==> src/hdl/tfa_pkg.sv <==
`timescale 1ns / 1ps
// ----------------------------------------------------------------------------
// tfa_pkg: shared types and constants for the texel format converter
// Source format codes and the per-channel word handed to the widening stage.
// ----------------------------------------------------------------------------
package tfa_pkg;

  localparam logic [3:0] MODE_A8       = 4'd0;
  localparam logic [3:0] MODE_L8       = 4'd1;
  localparam logic [3:0] MODE_LA88     = 4'd2;
  localparam logic [3:0] MODE_RGB888   = 4'd3;
  localparam logic [3:0] MODE_RGBA8888 = 4'd4;
  localparam logic [3:0] MODE_BGRA8888 = 4'd5;
  localparam logic [3:0] MODE_RGB565   = 4'd6;
  localparam logic [3:0] MODE_RGBA4444 = 4'd7;
  localparam logic [3:0] MODE_RGBA5551 = 4'd8;

  localparam logic [7:0] CHAN_FULL = 8'd255;
  localparam logic [7:0] CHAN_ZERO = 8'd0;

  typedef enum logic [1:0] {
    KIND_PASS = 2'd0,
    KIND_W4   = 2'd1,
    KIND_W5   = 2'd2,
    KIND_W6   = 2'd3
  } kind_t;

  typedef struct packed {
    kind_t      kind;
    logic [7:0] val;
  } chan_t;

endpackage

==> src/hdl/texel_format_to_argb8888.sv <==
`timescale 1ns / 1ps
// ----------------------------------------------------------------------------
// texel_format_to_argb8888: texel format to 8-bit ARGB converter
// Four-stage pipeline: capture, field decode, widen estimate, correct.
//
//   channel  ports                               handshake
//   in       in_byte0..in_byte3                  in_valid / in_ready
//   out      out_alpha_out, out_red_out,         out_valid / out_ready
//            out_green_out, out_blue_out
//   cfg      cfg_wdata (pixel_mode)              cfg_we, no wait
//
// One word per cycle unless out_ready stalls; out_valid is the correct stage's valid.
// Mode is sampled with each word at accept.
// Reset clears stage valids and sets the mode to rgba8888.
// A stall on out_ready freezes all stages together; in_ready drops with it.
// ----------------------------------------------------------------------------
module texel_format_to_argb8888
  import tfa_pkg::*;
(
  input  logic       clk,
  input  logic       rst_n,
  input  logic       in_valid,
  output logic       in_ready,
  input  logic [7:0] in_byte0,
  input  logic [7:0] in_byte1,
  input  logic [7:0] in_byte2,
  input  logic [7:0] in_byte3,
  output logic       out_valid,
  input  logic       out_ready,
  output logic [7:0] out_alpha_out,
  output logic [7:0] out_red_out,
  output logic [7:0] out_green_out,
  output logic [7:0] out_blue_out,
  input  logic       cfg_we,
  input  logic [3:0] cfg_wdata
);

  logic        adv;
  logic [3:0]  mode_r;
  logic        v1_r, v2_r, v3_r, v4_r;
  logic [3:0]  mode1_r;
  logic [7:0]  b0_r, b1_r, b2_r, b3_r;
  logic [15:0] packed_w;
  chan_t       a_nxt, r_nxt, g_nxt, b_nxt;
  chan_t       a_r, r_r, g_r, b_r;

  assign adv      = !v4_r || out_ready;
  assign in_ready = adv;
  assign packed_w = {b1_r, b0_r};

  always_ff @(posedge clk) begin
    if (!rst_n) begin
      mode_r <= MODE_RGBA8888;
    end else if (cfg_we) begin
      mode_r <= cfg_wdata;
    end
  end

  always_ff @(posedge clk) begin
    if (!rst_n) begin
      v1_r <= 1'b0;
      v2_r <= 1'b0;
      v3_r <= 1'b0;
      v4_r <= 1'b0;
    end else if (adv) begin
      v1_r <= in_valid;
      v2_r <= v1_r;
      v3_r <= v2_r;
      v4_r <= v3_r;
    end
  end

  always_ff @(posedge clk) begin
    if (adv) begin
      mode1_r <= mode_r;
      b0_r    <= in_byte0;
      b1_r    <= in_byte1;
      b2_r    <= in_byte2;
      b3_r    <= in_byte3;
      a_r     <= a_nxt;
      r_r     <= r_nxt;
      g_r     <= g_nxt;
      b_r     <= b_nxt;
    end
  end

  always_comb begin
    a_nxt = '{kind: KIND_PASS, val: CHAN_FULL};
    r_nxt = '{kind: KIND_PASS, val: CHAN_ZERO};
    g_nxt = '{kind: KIND_PASS, val: CHAN_ZERO};
    b_nxt = '{kind: KIND_PASS, val: CHAN_ZERO};
    unique case (mode1_r)
      MODE_A8: begin
        a_nxt.val = b0_r;
        r_nxt.val = CHAN_FULL;
        g_nxt.val = CHAN_FULL;
        b_nxt.val = CHAN_FULL;
      end
      MODE_L8: begin
        r_nxt.val = b0_r;
        g_nxt.val = b0_r;
        b_nxt.val = b0_r;
      end
      MODE_LA88: begin
        a_nxt.val = b1_r;
        r_nxt.val = b0_r;
        g_nxt.val = b0_r;
        b_nxt.val = b0_r;
      end
      MODE_RGB888: begin
        r_nxt.val = b0_r;
        g_nxt.val = b1_r;
        b_nxt.val = b2_r;
      end
      MODE_RGBA8888: begin
        a_nxt.val = b3_r;
        r_nxt.val = b0_r;
        g_nxt.val = b1_r;
        b_nxt.val = b2_r;
      end
      MODE_BGRA8888: begin
        a_nxt.val = b3_r;
        r_nxt.val = b2_r;
        g_nxt.val = b1_r;
        b_nxt.val = b0_r;
      end
      MODE_RGB565: begin
        r_nxt = '{kind: KIND_W5, val: 8'(packed_w[15:11])};
        g_nxt = '{kind: KIND_W6, val: 8'(packed_w[10:5])};
        b_nxt = '{kind: KIND_W5, val: 8'(packed_w[4:0])};
      end
      MODE_RGBA4444: begin
        r_nxt = '{kind: KIND_W4, val: 8'(packed_w[15:12])};
        g_nxt = '{kind: KIND_W4, val: 8'(packed_w[11:8])};
        b_nxt = '{kind: KIND_W4, val: 8'(packed_w[7:4])};
        a_nxt = '{kind: KIND_W4, val: 8'(packed_w[3:0])};
      end
      MODE_RGBA5551: begin
        r_nxt = '{kind: KIND_W5, val: 8'(packed_w[15:11])};
        g_nxt = '{kind: KIND_W5, val: 8'(packed_w[10:6])};
        b_nxt = '{kind: KIND_W5, val: 8'(packed_w[5:1])};
        a_nxt.val = packed_w[0] ? CHAN_FULL : CHAN_ZERO;
      end
      default: begin
        a_nxt.val = CHAN_ZERO;
      end
    endcase
  end

  tfa_widen u_wid_a (.clk(clk), .en(adv), .chan_i(a_r), .res_o(out_alpha_out));
  tfa_widen u_wid_r (.clk(clk), .en(adv), .chan_i(r_r), .res_o(out_red_out));
  tfa_widen u_wid_g (.clk(clk), .en(adv), .chan_i(g_r), .res_o(out_green_out));
  tfa_widen u_wid_b (.clk(clk), .en(adv), .chan_i(b_r), .res_o(out_blue_out));

  assign out_valid = v4_r;

  a_stall_hold: assert property (@(posedge clk) disable iff (!rst_n)
    !adv |=> $stable({v1_r, v2_r, v3_r, v4_r}))
    else $error("pipeline valids moved during stall");

  a_accept_s1: assert property (@(posedge clk) disable iff (!rst_n)
    in_valid && in_ready |=> v1_r)
    else $error("accepted word missing from first stage");

  a_s2_advance: assert property (@(posedge clk) disable iff (!rst_n)
    v2_r && adv |=> v3_r)
    else $error("decode stage word lost");

  a_s3_advance: assert property (@(posedge clk) disable iff (!rst_n)
    v3_r && adv |=> v4_r)
    else $error("widen stage word lost");

endmodule

==> src/hdl/tfa_widen.sv <==
`timescale 1ns / 1ps
// ----------------------------------------------------------------------------
// tfa_widen: two-stage channel widener
// Estimate by bit replication, then correct against round(v*255/max).
// ----------------------------------------------------------------------------
module tfa_widen
  import tfa_pkg::*;
(
  input  logic       clk,
  input  logic       en,
  input  chan_t      chan_i,
  output logic [7:0] res_o
);

  logic [13:0] x_r, x_nxt;
  logic [7:0]  e_r, e_nxt;
  kind_t       kind_r;
  logic [7:0]  res_r, res_nxt;
  logic [5:0]  m;
  logic [13:0] p;

  always_comb begin
    e_nxt = chan_i.val;
    x_nxt = '0;
    unique case (chan_i.kind)
      KIND_PASS: begin
        e_nxt = chan_i.val;
        x_nxt = '0;
      end
      KIND_W4: begin
        e_nxt = {chan_i.val[3:0], chan_i.val[3:0]};
        x_nxt = 14'(chan_i.val[3:0]) * 14'd255 + 14'd7;
      end
      KIND_W5: begin
        e_nxt = {chan_i.val[4:0], chan_i.val[4:2]};
        x_nxt = 14'(chan_i.val[4:0]) * 14'd255 + 14'd15;
      end
      KIND_W6: begin
        e_nxt = {chan_i.val[5:0], chan_i.val[5:4]};
        x_nxt = 14'(chan_i.val[5:0]) * 14'd255 + 14'd31;
      end
      default: begin
        e_nxt = chan_i.val;
        x_nxt = '0;
      end
    endcase
  end

  always_comb begin
    unique case (kind_r)
      KIND_W4: m = 6'd15;
      KIND_W5: m = 6'd31;
      KIND_W6: m = 6'd63;
      default: m = 6'd0;
    endcase
  end

  assign p = 14'(e_r) * 14'(m);

  always_comb begin
    res_nxt = e_r;
    if (kind_r != KIND_PASS) begin
      if (x_r < p) begin
        res_nxt = e_r - 8'd1;
      end else if ((x_r - p) >= 14'(m)) begin
        res_nxt = e_r + 8'd1;
      end
    end
  end

  always_ff @(posedge clk) begin
    if (en) begin
      x_r    <= x_nxt;
      e_r    <= e_nxt;
      kind_r <= chan_i.kind;
      res_r  <= res_nxt;
    end
  end

  assign res_o = res_r;

endmodule

==> config.mk <==
export PLATFORM = sky130hd
export DESIGN_NAME = texel_format_to_argb8888
export DESIGN_NICKNAME = d
export VERILOG_FILES = /design/src/hdl/tfa_pkg.sv /design/src/hdl/texel_format_to_argb8888.sv /design/src/hdl/tfa_widen.sv
export SDC_FILE = /design/constraint.sdc
export NUM_CORES = 1
export LEC_CHECK = 0
export ABC_CLOCK_PERIOD_IN_PS = 17520
export BUFFER_PORTS_ARGS = -buffer_cell sky130_fd_sc_hd__buf_2
export CORE_UTILIZATION = 33
export CTS_BUF_LIST = sky130_fd_sc_hd__clkbuf_4 sky130_fd_sc_hd__clkbuf_8
export DETAILED_ROUTE_END_ITERATION = 10
export SLEW_MARGIN = 10
export SYNTH_ARGS = -nofsm -noshare
export SYNTH_HDL_FRONTEND = slang
export SYNTH_HIERARCHICAL = 1
export SYNTH_SLANG_ARGS = --single-unit
export TNS_END_PERCENT = 20
==> constraint.sdc <==
create_clock -name clk -period 17.52 [get_ports clk]
set_input_delay 0.876 -clock clk [delete_from_list [all_inputs] [get_ports clk]]
set_output_delay 0.876 -clock clk [all_outputs]
set_load 0.01 [all_outputs]
* Word level (Yosys, flattened, before mapping)
Cells that the tools add are included.
Storage, ports and cells: bits in registers 208, input port bits 41, output and inout bits 34, logic and storage cells 154
Operators by class: add/sub/neg operators 24, multipliers 16, $lt $le $gt $ge 8, equal/unequal tests 26, muxes and demuxes 31, reductions and logical operators 17
Operators with widths (number):
- 14-bit case mux with 4 select lines | 4
- 8-bit case mux with 6 select lines | 3
- 8-bit case mux with 4 select lines | 4
- 8-bit 2-to-1 mux | 13
- 13-bit by 4-bit adder with 14-bit output, second input constant | 4
- 14-bit by 5-bit adder with 14-bit output, second input constant | 4
- 14-bit by 6-bit greater-or-equal comparator with 1-bit output | 4
- 14-bit < comparator | 4
- 6-bit by 8-bit multiplier with 14-bit output, second input constant | 4
- 8-bit by 6-bit multiplier with 14-bit output | 4
- 14-bit subtractor | 4
- 6-bit case mux with 3 select lines | 3
- 12-bit by 3-bit adder with 13-bit output, second input constant | 4
- 5-bit by 8-bit multiplier with 13-bit output, second input constant | 4
- 4-bit by 8-bit multiplier with 12-bit output, second input constant | 4
- 8-bit case mux with 5 select lines | 1
- 8-bit by 1-bit adder with 8-bit output, second input constant | 4
- 8-bit by 1-bit subtractor with 8-bit output, second input constant | 4
- 2-bit equality test, second input constant | 12
- 4-bit by 3-bit equality test with 1-bit output, second input constant | 4
- 2-bit by 1-bit equality test with 1-bit output, second input constant | 6
- 3-bit OR reduction | 3
- 4-bit by 2-bit equality test with 1-bit output, second input constant | 2
- 2-bit OR reduction | 4
- 11 further kinds | 15

* Longest topological paths before layout
depth in word-level cells 8, mapped depth 29, depth with buffers taken out 28

* Modules after synthesis
Netlist, hierarchy kept.
By module, submodules not included:
- tfa_widen (u_wid_a) | times used 1, cells each 722, area an instance 6691.4 sq um, seq. area each 960.9 sq um
- tfa_widen (u_wid_r) | times used 1, cells each 720, area an instance 6640.1 sq um, seq. area each 960.9 sq um
- tfa_widen (u_wid_g) | times used 1, cells each 707, area an instance 6608.8 sq um, seq. area each 960.9 sq um
- tfa_widen (u_wid_b) | times used 1, cells each 700, area an instance 6553.8 sq um, seq. area each 960.9 sq um
- texel_format_to_argb8888 | times used 1, cells each 306, area an instance 3744.8 sq um, seq. area each 2322.2 sq um

* Worst setup path before layout
No wires, ideal clock.
path type input to register, start input out_ready, end register v4_r, in the netlist out_valid, setup time 0.412 ns, arrival 7.144 ns, required time 17.108 ns, setup slack 9.964 ns, stages 3, path buffers 1, cell sequence nand2b_1 clkbuf_1 a21boi_0
On the way: cells in the longest elaborated chain, start to end 1
Ends and longest elaborated chain:
- from (decl) | line texel_format_to_argb8888.sv:29 | input logic out_ready,
- 1-bit logical OR | line texel_format_to_argb8888.sv:47 | assign adv = !v4_r || out_ready;
- via in_ready | line texel_format_to_argb8888.sv:23 | output logic in_ready,
- to (signal assigned) | line texel_format_to_argb8888.sv:69 | v4_r <= v3_r;
- to (decl) | line texel_format_to_argb8888.sv:40 | logic v1_r, v2_r, v3_r, v4_r;
The timed path passes the listed nets, and every way through them passes these cells. A chain may end at the register's enable or synchronous reset.

* Worst setup path after layout
start register u_wid_g.kind_r[1], end register u_wid_g.res_r[2], in the netlist u_wid_g/res_o[2] (data pin)
On the way: cells in the longest elaborated chain, start to end 8, elaborated cells between the ends (all ways) 12, classes of those cells add/sub (1); mul (1); order compare (2); eq/ne (3); mux (4); reduce/logical (1)
Ends and longest elaborated chain:
- from (decl) | line tfa_widen.sv:17 | kind_t kind_r;
- from (signal assigned) | line tfa_widen.sv:75 | kind_r <= chan_i.kind;
- 2-bit equality test / 2-bit by 1-bit equality test with 1-bit output (equally long branches) | line tfa_widen.sv:50 | unique case (kind_r)
- 6-bit case mux with 3 select lines | line tfa_widen.sv:50
- 8-bit by 6-bit multiplier with 14-bit output | line tfa_widen.sv:58 | assign p = 14'(e_r) * 14'(m);
- 14-bit subtractor | line tfa_widen.sv:65 | end else if ((x_r - p) >= 14'(m)) begin
- 14-bit by 6-bit greater-or-equal comparator with 1-bit output | line tfa_widen.sv:65
- 8-bit 2-to-1 mux | line tfa_widen.sv:65
- 8-bit 2-to-1 mux | line tfa_widen.sv:63 | if (x_r < p) begin
- 8-bit 2-to-1 mux (*) | line tfa_widen.sv:62 | if (kind_r != KIND_PASS) begin
- via u_wid_g.res_nxt[2] | line tfa_widen.sv:18 | logic [7:0] res_r, res_nxt;
- to (signal assigned) | line tfa_widen.sv:76 | res_r <= res_nxt;
- to (decl) | line tfa_widen.sv:18
The timed path passes the listed nets; every way through them passes the cells marked *.

==> impl_metrics.json <==
{
  "gp_congestion": 0.868,
  "finalClockSkew_ns": 0.0644,
  "overflow": 0,
  "hpwlAfterDp_um": 55600,
  "r2r_cells": 26,
  "synthDistinctLibCells": 117,
  "synth_compound_area_frac": 0.162,
  "cts-buffers-inserted": 45,
  "finalSetupViolations": 0,
  "finalHoldViolCount": 0,
  "postCtsResizedCells": 0,
  "ios": 75,
  "first_global_vias": 22300,
  "critPathArrivalTime_ns": 7.68,
  "drive_above_1_share": 0.0852,
  "cp_slowest_cell": "fa_1",
  "final_nets": 3953,
  "hp-start": "in_byte0[6]",
  "start_kind": "flop",
  "clkSlewWorstSetupHoldPaths_ns": 0.06,
  "synth_cells": 3155,
  "cts_tree": "built",
  "track_usage": 0.153,
  "synth_edf_count": 200,
  "relSlewSlack": 0.267,
  "clk_path_buf_depth": 3,
  "drv_cap": 0,
  "drt_iter0_drc": 1429,
  "via_per_inst": 5.10,
  "maxSlewViolCount": 0,
  "netlist_area_um2": 30200,
  "layout_setup_ws_ns": 10.22,
  "cts_max_level": 2,
  "dieArea_um2": 92800,
  "ys_warn_count": 6,
  "cts_setup_buffers": 0,
  "antenna_found_initial": 12,
  "ant_nets": 0,
  "core_um2": 90400,
  "synth_area_leaders": "edfxtp_1 (20%), ha_1 (19%), fa_1 (16%)",
  "area_growth_pct": 8.55,
  "fp-row-count": 110,
  "timing.fmax_mhz": 137,
  "port_buffers": 74,
  "ctsHoldBuffers": 0,
  "drt_wl_total_um": 70600,
  "synth.avg_cell_area_um2": 9.58,
  "tightest_slew_ns": 1.10,
  "async_flop_share": 0,
  "period_share": 0.417,
  "synthSimpleGateAreaFrac": 0.125,
  "min-delay-path-class": "in2reg",
  "cts-root-buf": "clkbuf_8",
  "status": "complete, no violations",
  "die_h_um": 305,
  "cp_max_fo": 15,
  "dr.pass1.iters": 7,
  "endpoint_kind": "flop",
  "pre_cts_slack_ns": 10.32,
  "synth_top_family_by_area": "adder cells",
  "grt_max_degree": 76,
  "synth_fa_ha_area_frac": 0.348,
  "wire_per_inst_um": 16.0,
  "crit_required_ns": 17.91,
  "num_vias": 22600,
  "r2r-start": "u_wid_g/kind_r[1]",
  "n_fill_cell": 8996,
  "grt_pass1_wl_um": 117000,
  "die_x_um": 305,
  "ys_seq_area_frac": 0.204,
  "setup_tns_ns": 0,
  "drc_errors": 0,
  "initial_utilization": 0.334,
  "clock_latency_ns": 0.67,
  "synth_flop_cell": "edfxtp_1",
  "r2r_end": "u_wid_g/res_o[2]",
  "rsz0062_at_grt": "false",
  "r2r_setup_slack_ns": 10.22,
  "synthXorXnorAreaFrac": 0.0591,
  "path_class": "reg2reg",
  "synth_top_cell_by_area": "edfxtp_1",
  "cts_sinks": 208,
  "min_period_ns": 7.30,
  "min_path_cells": 1,
  "netlist.area_leader.share": 0.199,
  "crit_top_cell": "a21oi_1",
  "min_to": "b0_r[6]",
  "ys_ff_latch": 208,
  "synth_mux_area_frac": 0.0344,
  "slowest_delay_ns": 0.57
}
## logic make-up (layout without fill, tap and decap cells)
| logic type | count (synthesis) | in the layout |
|---|---|---|
| buffers and inverters | 518 | 598 |
| XOR/XNOR | 204 | 204 |
| other | 1 | 13 |
| AND/OR/NAND/NOR | 718 | 718 |
| flip-flops | 208 | 208 |
| adder cells (fa/ha/maj) | 700 | 700 |
| multiplexers | 82 | 82 |
| AO/OA/AOI/OAI | 724 | 724 |
## critical path: cells and delay by family, from the launching register on
kind / cells / cell delay (ns)
DFF: 1 / 0.55
xor gates and xnor gates: 1 / 0.09
adders and majority gates: 5 / 2.23
AOI/OAI and AO/OA: 13 / 2.60
and+or+nand+nor: 4 / 1.40
buffers and inverters: 3 / 0.16
## final cells by class
type	count	area, um^2	area share
Antenna cell	6	15.0	0.000457
Clock buffer	56	727	0.0221
Clock inverter	20	248	0.00755
Inverter	426	1600	0.0487
Multi-Input combinational cell	2435	22100	0.672
Sequential cell	208	6170	0.188
Tap cell	1176	1470	0.0448
Timing Repair Buffer	96	536	0.0163
## registers in the layout, summed over array words and instances, names as in the netlist, 10 cells and up
name,flops
b_r,10
g_r,10
u_wid_a/x_r,14
u_wid_b/x_r,14
u_wid_g/x_r,14
u_wid_r/x_r,14
## metrics by stage
step / cells / hold slack, ns / instance area, um^2 / utilization
finish: 4423 / 0.400 / 32800 / 0.363
floorplan: 3161 / 0.408 / 30300 / -
CTS: 4417 / 0.340 / 32800 / 0.363
detailed placement: 4341 / 0.456 / 31800 / 0.352
global placement: 4341 / 0.459 / 31800 / 0.352
global route: 4422 / 0.358 / 32800 / 0.363
## layout by cell type, fill, tap and decap left out, drive strengths merged, types with 45 or more instances in the layout
| cell | n |
|---|---|
| a21o | 65 |
| a21oi | 213 |
| and2 | 54 |
| and3 | 51 |
| buf | 96 |
| clkbuf | 56 |
| edfxtp | 200 |
| fa | 236 |
| ha | 464 |
| inv | 426 |
| mux2i | 54 |
| nand2 | 167 |
| nand2b | 45 |
| nand3 | 53 |
| nor2 | 145 |
| nor3 | 45 |
| o21ai | 131 |
| xnor2 | 143 |
| xor2 | 61 |
## Yosys cell counts, types with 8 or more instances
master     instances
a31o_2             8
a2111oi_0         11
a22o_1            15
clkbuf_1          55
xnor2_1          143
and3_1            48
mux2_2            10
o21ai_1           14
nor2_1           142
dfxtp_1            8
a31oi_1           27
nand2b_1          45
a21o_1            63
nand4_1           16
inv_1            418
mux4_2            16
nor2b_1           41
a211oi_1          11
mux2i_1           54
nand3_1           52
nand2_1          166
a221o_1           16
ha_1             464
edfxtp_1         200
or2_2             16
a21boi_0          10
o221ai_1          14
nor4_1            15
o211ai_1          26
o21ai_0          117
xor2_1            61
and2_1            51
a21oi_1          207
fa_1             236
or3_1             24
o2bb2ai_1          8
buf_2             18
o22ai_1           10
a311oi_1           8
o21bai_1          38
nor3_1            45
o2111ai_1         14
o21a_1            18
## worst max-delay path by stage
stage	from	endpoint	cells past startpoint
floorplan	out_ready	out_valid	3
global placement	u_wid_g/kind_r[1]	u_wid_g/res_o[2]	26
detailed placement	u_wid_g/kind_r[1]	u_wid_g/res_o[2]	26
CTS	u_wid_g/kind_r[1]	u_wid_g/res_o[2]	26
global route	u_wid_g/kind_r[1]	u_wid_g/res_o[7]	27
finish	u_wid_g/kind_r[1]	u_wid_g/res_o[2]	26
## per-layer routing
metal  track usage  vias to the layer above  part of all wire
met5             0                        -           0.00064
met3        0.0261                       83             0.050
li1              -                    11300                 -
met1         0.215                    10700              0.48
met4        0.0416                        8             0.021
met2         0.239                      465              0.45
Power is left out: the tool's default activity adds up to more than one toggle a clock period on the data nets, which glitch-free logic cannot reach.
